## src/sv/tccw_queue.sv

```systemverilog
// small command queue between the console front end and back end
// register-based fifo with a fill count; no package dependencies
`default_nettype none

module tccw_queue #(
    parameter int WIDTH = 8,
    parameter int DEPTH = 4
) (
    input  wire logic             clk,
    input  wire logic             rst_n,
    input  wire logic             wr_en,
    input  wire logic [WIDTH-1:0] wr_data,
    output logic                  full,
    output logic                  rd_valid,
    input  wire logic             rd_en,
    output logic [WIDTH-1:0]      rd_data
);

    localparam int PW = (DEPTH > 1) ? $clog2(DEPTH) : 1;
    localparam int NW = $clog2(DEPTH + 1);

    logic [WIDTH-1:0] slot_reg [DEPTH];
    logic [PW-1:0]    wr_ptr_reg;
    logic [PW-1:0]    wr_ptr_next;
    logic [PW-1:0]    rd_ptr_reg;
    logic [PW-1:0]    rd_ptr_next;
    logic [NW-1:0]    count_reg;
    logic [NW-1:0]    count_next;
    logic             do_wr;
    logic             do_rd;

    assign full     = (count_reg == NW'(DEPTH));
    assign rd_valid = (count_reg != '0);
    assign rd_data  = slot_reg[rd_ptr_reg];
    assign do_wr    = wr_en && !full;
    assign do_rd    = rd_en && rd_valid;

    // pointer and count update
    always_comb
    begin
        wr_ptr_next = wr_ptr_reg;
        rd_ptr_next = rd_ptr_reg;
        count_next  = count_reg;
        if (do_wr)
        begin
            wr_ptr_next = (wr_ptr_reg == PW'(DEPTH - 1)) ? '0 : wr_ptr_reg + 1'b1;
        end
        if (do_rd)
        begin
            rd_ptr_next = (rd_ptr_reg == PW'(DEPTH - 1)) ? '0 : rd_ptr_reg + 1'b1;
        end
        if (do_wr && !do_rd)
        begin
            count_next = count_reg + 1'b1;
        end
        else if (do_rd && !do_wr)
        begin
            count_next = count_reg - 1'b1;
        end
    end

    always_ff @(posedge clk or negedge rst_n)
    begin
        if (!rst_n)
        begin
            wr_ptr_reg <= '0;
            rd_ptr_reg <= '0;
            count_reg  <= '0;
        end
        else
        begin
            wr_ptr_reg <= wr_ptr_next;
            rd_ptr_reg <= rd_ptr_next;
            count_reg  <= count_next;
        end
    end

    // entry storage
    always_ff @(posedge clk)
    begin
        if (do_wr)
        begin
            slot_reg[wr_ptr_reg] <= wr_data;
        end
    end

endmodule

`default_nettype wire

```

## config.mk

```make
export PLATFORM = sky130hd
export DESIGN_NAME = tccw_queue
export DESIGN_NICKNAME = d
export VERILOG_FILES = /design/src/sv/tccw_queue.sv
export SDC_FILE = /design/constraint.sdc
export NUM_CORES = 1
export LEC_CHECK = 0
export ABC_AREA = 0
export BUFFER_PORTS_ARGS = -buffer_cell sky130_fd_sc_hd__buf_4
export CAP_MARGIN = 25
export CORE_ASPECT_RATIO = 0.6
export CORE_MARGIN = 1
export CORE_UTILIZATION = 60
export DETAILED_ROUTE_END_ITERATION = 8
export GPL_TIMING_DRIVEN = 1
export PLACE_DENSITY_LB_ADDON = 0.08
export SKIP_LAST_GASP = 1
export SLEW_MARGIN = 20
export SYNTH_ARGS = -nofsm -noshare
export SYNTH_HDL_FRONTEND = slang
export SYNTH_SLANG_ARGS = --single-unit
```

## constraint.sdc

```tcl
create_clock -name clk -period 3.63 [get_ports clk]
set_clock_uncertainty 0.05 [all_clocks]
set_input_delay 0.363 -clock clk [delete_from_list [all_inputs] [get_ports clk]]
set_output_delay 0.363 -clock clk [all_outputs]
set_load 0.03 [all_outputs]
```

==> results.md <==
- Status: finished, final reports clean
- Area after DPL: about 1800 µm²
- Final Power: between 1.5 and 2 mW
- Routed len/inst: between 15 and 20 µm
- CTS resizes: 0
- Largest net degree at the start of global routing: 12
- H-tree depth: 2
- Layout Nets: 124
- Synth async-reset ratio: 0.1795
- Syn avg cell area: approximately 21 µm²
- Layout filler cell count: about 150
- Core area: roughly 2500 µm²
- Layout cells sized above 1: 0.4528
- Die ar.: between 2000 and 3000 µm²
- Max FO, Critical Path: 11
- Synth area leader: edfxtp_1
- Max cap viols: 0
- Hold Path Class: in -> reg
- Post-place setup slack: about 1.5 ns
- Max stage delay on crit path: 0.73 ns
- Initial antenna violation count: 0
- Setup crit end kind: output port
- Startpoint types: flip-flop
- Slew margin rel.: 0.5931
- Crit-path leading delay family: flip-flops
- Clk sinks: 39
- EDFF count, synth: 32
- Leading post-synthesis cells by cell area: edfxtp_1 59%, mux4_2 11%, dfrtp_1 11%
- Root buffer cell: clkbuf_8
- Clock Latency Late Sink: 0.28 ns
- Max reg flops: 32
- Pre-antenna DRT Iters: 4
- Post-Route Utilization: 0.7483
- CP Cell Sequence: mux4_2 > buf_4
- Worst Hold End: slot_reg[1][6]
- Critical path's slowest cell: dfrtp_1
- CP required: roughly 3.2 ns
- Number of diodes: 0
- Most used DFF post-synth: edfxtp_1
- Post-route DRC: 0
- Mapped Cells: 79
- Fin area: around 1900 µm²
- Fmax: approximately 0.45 GHz
- # rows: 14
- #FFs+latches synth: 39
- CP Depth: 2
- Post-DP HPWL: about 1900 µm
- RSZ-0062 raised after global routing: no
- Total routed wirelength: approximately 2600 µm
- Synth top area share: 0.5890
- Lkg Pwr: around 0.73 nW
- Vias in the first global route: between 800 and 900
- Power density over cell area: approximately 860 nW/µm²
- Boundary Pins: 22
- R2R depth: 8
- CTS buffer count: 5
- Final GP Congestion: ~0.72
- WHS Path Cells: 1
- YS warnings: 0
- First-pass GRT wire length: 4271 µm
- CTS max path bufs: 2
- Crit path buf inv count: 1
- Initial core utilization: 0.6424
- Post-synth cell types: 19
- Final min period: 2.212 ns
- GRT Util Overall: 0.2144
- Type of the worst setup path: reg -> out
- Vias post-DR: about 760
- Count leader, synth: edfxtp_1
- Fin. max-slew vios: 0
- Post-synthesis sequential area ratio: 0.6963
- Commonest cells post-synth: 32 x edfxtp_1, 8 x mux4_2, 7 x dfrtp_1, 6 x ha_1
- Fin crit share: 0.6094
- Detail-routed via count per cell: ~5.5
- Port buffer count: 21
- Worst slew pin tran: about 0.61 ns
- Die height: about 42 µm
- Final Worst Setup Slack: roughly 1.4 ns
- Die width: 69.32 µm
- Worst-path clk slew: around 0.070 ns
- Mapped Nets: 98
- CP arrival: roughly 1.8 ns
- ANT nets after route: 0
- Worst reg2reg path endpoint: count_reg[2]
- Post-Syn Area: 1632 µm²
- Setup Viol. Count Final: 0
- Peak VDD IR: slightly below 0.0005 V
- Initial DRC count: 32
- Hold Vio Cnt, Final: 0
- Reg2Reg Setup Slack: roughly 1.4 ns
- Total gr overflow: 0
- HP Start: wr_data[6]
- CTS tree: yes
- Reg2Reg Launch Point: count_reg[0]
- Area growth from synthesis to layout: 16.49%
- Final TNS setup: 0 ns
==> placed cells by master (no fill, tap or decap) <==
cell and count:
mux2_2 1, ha_1 6, inv_1 3, xor2_1 2
nand2_4 1, mux2_4 4, buf_4 21, xnor2_1 1
dlygate4sd3_1 1, clkbuf_1 2, dfrtp_1 7, nor2_1 3
and2_2 4, clkinv_2 1, mux4_2 8, or3_4 1
fa_1 1, nor3b_4 1, edfxtp_1 32, nor2b_2 1
clkbuf_8 5
==> power breakdown <==
group | switching (mW) | internal [mW] | leakage (nW) | total (mW)
sequential | 0.113 | 0.606 | 0.375 | 0.719
clock | 0.139 | 0.135 | 0.0422 | 0.274
combinational | 0.322 | 0.318 | 0.308 | 0.640
==> metrics by stage <==
stage	hold slack, ns	cells
floorplan	0.01741	79
global placement	0.1299	129
detailed placement	0.1366	129
CTS	0.2243	138
global route	0.2177	138
finish	0.2286	138
==> logic make-up (layout without fill, tap and decap cells) <==
family / after synthesis / count (layout) / synth area share
simple gates: 11 / 11 / 0.05598
mux: 13 / 13 / 0.1541
xor+xnor: 3 / 3 / 0.01611
fa+ha+maj: 7 / 7 / 0.05828
flops: 39 / 39 / 0.6963
buf+inv: 6 / 33 / 0.01917
==> area by class of cell <==
class	count	area (µm²)	share of cell area
timing repair buffer	22	167.7	0.08822
tap	32	40.04	0.02107
inverter	3	11.26	0.005925
multi-input combinational	34	464.2	0.2442
clock inverter	1	5.005	0.002633
clock buffer	7	76.32	0.04016
sequential	39	1136	0.5978
==> worst register-to-register path: cells and delay by family (launching register included) <==
kind | cells | cell delay [ns]
adders and majority gates | 2 | 0.57
buffers and inverters | 1 | 0.06
xor gates and xnor gates | 2 | 0.31
and+or+nand+nor | 3 | 0.65
DFF | 1 | 0.46
==> what timing repair did <==
item / CTS / global route
buffers inserted: 0 / 0
hold endpoints to repair: 7 / 0
hold buffers: 1 / 0
==> metal layers <==
layer,global-route usage,vias to the layer above,share of wire
met5,0,-,0
met4,0.08163,0,0.013
met3,0.08173,4,0.034
met2,0.3495,15,0.49
met1,0.2655,388,0.46
li1,-,352,-
==> how the worst max path moves through the flow <==
stage                   from           end  slack, ns
6_report       rd_ptr_reg[0]    rd_data[7]       1.42
3_5_place_dp    count_reg[0]  count_reg[2]       1.46
4_1_cts        rd_ptr_reg[0]    rd_data[5]       1.39
2_1_floorplan   count_reg[0]  count_reg[1]       1.48
5_1_grt         count_reg[0]  count_reg[2]       1.32
3_3_place_gp    count_reg[0]  count_reg[2]       1.54
(Power assumes the default switching activity.)
