$ cat src/sv/tccw_pkg.sv
// package for the text console character writer
// holds the command record, kind codes, character constants and result packing
// used by the top, front end and back end of the console; depends on nothing
`default_nettype none

package tccw_pkg;

    // character and attribute constants
    localparam logic [7:0] NEWLINE_CODE = 8'd10;
    localparam logic [7:0] BLANK_CHAR   = 8'h20;
    localparam logic [7:0] RESET_ATTR   = 8'hF5;

    // what the back end does with a command
    localparam logic [1:0] KIND_NOP   = 2'd0;
    localparam logic [1:0] KIND_WRITE = 2'd1;
    localparam logic [1:0] KIND_READ  = 2'd2;

    // classified item handed from the front end to the back end
    typedef struct packed {
        logic [1:0] kind;
        logic       scroll;
        logic [7:0] ch;
        logic [7:0] attr;
        logic [7:0] fill_attr;
        logic [6:0] col;
        logic [4:0] row;
    } cmd_t;

    // result word: char, attr, col, row, scrolled from the lowest bit up
    function automatic logic [31:0] pack_result(cmd_t c, logic [7:0] ch, logic [7:0] attr);
        pack_result = {3'b000, c.scroll, c.row, c.col, attr, ch};
    endfunction

endpackage

`default_nettype wire

$ cat src/sv/tccw_front.sv
// console front end: accepts items, keeps cursor and attribute, classifies
// each item into a command for the back end; depends on tccw_pkg
`default_nettype none

module tccw_front #(
    parameter int COLUMNS = 80,
    parameter int ROWS    = 25,
    parameter int AW      = 11
) (
    input  wire logic          clk,
    input  wire logic          rst_n,
    // fields from lowest bit: char_code[7:0], cell_index[18:8]
    input  wire logic [23:0]   s_tdata,
    // fields from lowest bit: op[0]
    input  wire logic          s_tuser,
    input  wire logic          s_tvalid,
    output logic               s_tready,
    input  wire logic          cfg_wr_en,
    input  wire logic [7:0]    cfg_wr_data,
    input  wire logic          clearing,
    input  wire logic          q_full,
    output logic               q_wr_en,
    output tccw_pkg::cmd_t     q_cmd,
    output logic [AW-1:0]      q_addr
);

    import tccw_pkg::*;

    localparam int CELLS = ROWS * COLUMNS;
    localparam int CW    = (COLUMNS > 1) ? $clog2(COLUMNS) : 1;
    localparam int RW    = $clog2(ROWS);

    logic [CW-1:0] col_reg;
    logic [CW-1:0] col_next;
    logic [RW-1:0] row_reg;
    logic [RW-1:0] row_next;
    logic [7:0]    attr_reg;
    logic          accept;
    logic          op_read;
    logic [7:0]    char_code;
    logic [10:0]   cell_index;
    logic [31:0]   index_ext;
    logic [31:0]   pos_ext;
    logic [31:0]   col_ext;
    logic [31:0]   row_ext;
    logic          last_row;
    logic          last_col;

    assign s_tready   = !clearing && !q_full;
    assign accept     = s_tvalid && s_tready;
    assign op_read    = s_tuser;
    assign char_code  = s_tdata[7:0];
    assign cell_index = s_tdata[18:8];
    assign index_ext  = 32'(cell_index);
    assign pos_ext    = 32'(row_reg) * COLUMNS + 32'(col_reg);
    assign last_row   = (row_reg == RW'(ROWS - 1));
    assign last_col   = (col_reg == CW'(COLUMNS - 1));
    assign col_ext    = 32'(col_next);
    assign row_ext    = 32'(row_next);

    // classify the item and work out the cursor after it
    always_comb
    begin
        col_next        = col_reg;
        row_next        = row_reg;
        q_cmd.kind      = KIND_NOP;
        q_cmd.scroll    = 1'b0;
        q_cmd.ch        = 8'h00;
        q_cmd.attr      = 8'h00;
        q_cmd.fill_attr = attr_reg;
        q_addr          = pos_ext[AW-1:0];
        if (op_read)
        begin
            q_addr = index_ext[AW-1:0];
            if (index_ext < 32'(CELLS))
            begin
                q_cmd.kind = KIND_READ;
            end
        end
        else
        begin
            if (char_code != NEWLINE_CODE)
            begin
                q_cmd.kind = KIND_WRITE;
                q_cmd.ch   = char_code;
                q_cmd.attr = attr_reg;
                col_next   = col_reg + 1'b1;
            end
            // newline, or wrap after the last column
            if (char_code == NEWLINE_CODE || last_col)
            begin
                col_next = '0;
                if (last_row)
                begin
                    q_cmd.scroll = 1'b1;
                end
                else
                begin
                    row_next = row_reg + 1'b1;
                end
            end
        end
        q_cmd.col = col_ext[6:0];
        q_cmd.row = row_ext[4:0];
    end

    assign q_wr_en = accept;

    // cursor and attribute registers
    always_ff @(posedge clk or negedge rst_n)
    begin
        if (!rst_n)
        begin
            col_reg  <= '0;
            row_reg  <= '0;
            attr_reg <= RESET_ATTR;
        end
        else
        begin
            if (accept)
            begin
                col_reg <= col_next;
                row_reg <= row_next;
            end
            if (cfg_wr_en)
            begin
                attr_reg <= cfg_wr_data;
            end
        end
    end

endmodule

`default_nettype wire

$ cat config.mk
export PLATFORM = sky130hd
export DESIGN_NAME = tccw_front
export DESIGN_NICKNAME = d
export VERILOG_FILES = /design/src/sv/tccw_pkg.sv /design/src/sv/tccw_front.sv
export SDC_FILE = /design/constraint.sdc
export NUM_CORES = 1
export LEC_CHECK = 0
export ABC_AREA = 1
export BUFFER_PORTS_ARGS = -buffer_cell sky130_fd_sc_hd__buf_2
export CORE_MARGIN = 1.5
export CORE_UTILIZATION = 45
export CTS_CLUSTER_SIZE = 28
export DETAILED_ROUTE_END_ITERATION = 10
export PLACE_DENSITY = 0.88
export SLEW_MARGIN = 20
export SYNTH_ARGS = -nofsm -noshare
export SYNTH_HDL_FRONTEND = slang
export SYNTH_SLANG_ARGS = --single-unit
$ cat constraint.sdc
create_clock -name clk -period 3.24 [get_ports clk]
set_clock_uncertainty 0.1 [all_clocks]
set_input_delay 0.486 -clock clk [delete_from_list [all_inputs] [get_ports clk]]
set_output_delay 0.486 -clock clk [all_outputs]
set_load 0.01 [all_outputs]
==> impl_metrics.toml <==
[global_routing]
gr-usage-all-layers_pct = 21.6
grt_antenna_before_repair = 0
grt_pass1_vias = 1697
grt_max_degree = 25
grt_pass1_wl_microns = 7400
grt_overflow = 0

[cts]
htreeDepth = 1
cts_setup_buffers = 0
cts_tree = "yes"
clk_pin_slew_ns = 0.07
clk_latency_ns = 0.26
post_cts_resized = 0
cts_sinks = 20
clk_path_buf_depth = 2
hold_buffers = 0
tritoncts.num_buffers = 3
cts_root_buffer = "clkbuf_8"

[placed_design]
hpwl_microns = 3560
gp_congestion = 0.814
port_buffers = 85
dpl_cell_area_sq_mm = 0.00221

[route]
post_drt_wl_per_cell_microns = 11.2
ant_nets = 0
viasPerCell = 4.81
drtPass1Iterations = 4
drt_iter0_drc = 81
vias = 1925
wl_met3_microns = 174
top_layer = "met4"
routed-wl-met2_microns = 2370
drcViolationCount = 0
drt-met1-wl_microns = 1910
wl_microns = 4500

[timing]
worst_slew_pin_slew_ns = 0.466
rsz0062_at_grt = "no"
fin_tns_setup_ns = 0
finalCriticalPeriod_ns = 3.00
relSlewSlack_pct = 68.9
slew_viol_final = 0
hold_ws_ns = 0.0619
hold_violations = 0
setup_viol = 0
min_period_over_period_pct = 92.7
fmax_mhz = 333

[yosys]
yosysTopAreaCell = "dfrtp_1"
synth-seq-cells = 20
synthCells = 271
netlist_area_sq_mm = 0.00177
synth-seq-area-share_pct = 28.8
ys_types = 25
synthTopCellsByArea = "dfrtp_1, nand2_1, dfstp_2"
synth_top_area_share_pct = 19.8
syn_avg_cell_area_sq_um = 6.52
synth_warnings = 0
synth_nets = 324

[critical_path]
path_cells = "ha_1 -> ha_1 -> fa_1 -> or2_2 -> nand3_1 -> nand2_1 -> buf_2"
max_stage_delay_ns = 0.54
crit_type = "flip-flop to output pin"
crit_path_start_kind = "flip-flop"
worst-path-stages = 7
path_common_cell = "ha_1"
crit_required_ns = 2.65
crit_family = "adder cells"
timing.critical_path.buf_inv = 1
reg2reg_depth = 8
critical_path_arrival_ns = 2.42
end_kind = "output pin"
crit_path_max_fanout = 8
crit_slowest_cell = "dfrtp_1"

[layout]
areaGrowthSynthToFinish_pct = 28.5
num_antenna_cells = 0
final_common_cell = "buf_2"
final_layout_size_suffix_gt1_share_pct = 30.7
multi_input_area_sq_mm = 0.00106
nets = 406
largest_register_ffs = 8
fin_util_pct = 61.1
regArea_sq_um = 508
fin_area_sq_mm = 0.00227
layout_common_cells = "buf_2, nand2_1, inv_1, nor2_1, nand3_1"
fill_cells = 352

[floorplan]
rows = 22
core_sq_mm = 0.00372
initial_core_util_pct = 47.5
die_w_microns = 65.7
die_h_microns = 65.7
die-area_sq_mm = 0.00431
boundaryPins = 91

[power_and_ir_drop]
peakVddDrop_mv = 0.359
p_leak_uw = 0.00138
power_density_mw_per_mm2 = 421

[job]
drv_cap = 0

[run_status]
status = "finished, final reports clean"

[min_path]
hold_path_class = "input port to async pin"
==> layout make-up <==
| cell class | count | share of cell area [%] |
|---|---|---|
| multi-input cells | 202 | 46.9 |
| clock buffers | 4 | 2.43 |
| repair buffers | 85 | 18.7 |
| inverters | 41 | 6.89 |
| well taps | 48 | 2.65 |
| flip-flops and latches | 20 | 22.4 |
==> cells by family (layout without fill, tap and decap cells) <==
kind of cell,Yosys count,count (layout),synth area share [%]
AND/OR/NAND/NOR,157,157,39.1
adder cells (fa/ha/maj),14,14,10.8
buffers and inverters,49,130,11.0
XOR/XNOR,7,7,3.47
AO/OA/AOI/OAI,24,24,6.94
flip-flops,20,20,28.8
==> cell usage after synthesis <==
library cell	count
clkbuf_1	4
dfstp_2	6
inv_4	1
nand3_2	1
or2_2	3
a21oi_1	1
nand4_1	7
nand2_1	81
nand2_2	2
inv_1	39
ha_1	12
buf_4	1
and2_1	4
inv_2	1
fa_1	2
nor2_1	28
nor2_2	3
a21boi_0	1
o21ai_0	22
xor2_1	5
nand3_1	26
buf_2	3
xnor2_1	2
dfrtp_1	14
nand2_4	2
==> worst paths after layout <==
check,startpoint,endpoint,slack [ns]
setup / recovery,row_reg[3]$_DFFE_PN0P_,q_addr[8],0.24
hold / removal,rst_n,row_reg[2]$_DFFE_PN0P_,0.06
setup reg to reg,col_reg[1]$_DFFE_PN0P_,col_reg[6]$_DFFE_PN0P_,1.58
hold reg to reg,attr_reg[5]$_DFFE_PN1P_,attr_reg[5]$_DFFE_PN1P_,0.39
max in group asynchronous,rst_n,attr_reg[5]$_DFFE_PN1P_,2.64
min in group clk,cfg_wr_data[7],attr_reg[7]$_DFFE_PN1P_,0.33
==> through the flow <==
step	instances	setup WS, ns	power [uW]
6_report	400	0.238	956
3_5_place_dp	396	0.516	769
2_1_floorplan	271	0.764	614
5_1_grt	400	0.0874	1040
3_3_place_gp	396	0.576	752
4_1_cts	400	0.228	965
==> per-layer routing <==
layer	vias up	track usage (%)
met3	4	3.25
met5	-	0
li1	1008	-
met4	0	4.17
met2	40	38.8
met1	873	27.5
==> power breakdown <==
group,internal (uW),switching [uW],total [uW]
clock network,108,82.0,190
logic,174,244,419
registers,295,52.0,347
total,577,378,956
==> worst reg2reg max path: cells and delay by family (launching register included) <==
family | cells | cell delay [ns]
AOI/OAI and AO/OA | 1 | 0.12
adders and majority gates | 1 | 0.21
DFF | 1 | 0.41
and+or+nand+nor | 6 | 0.67
Power figures use the tool's default switching activity.
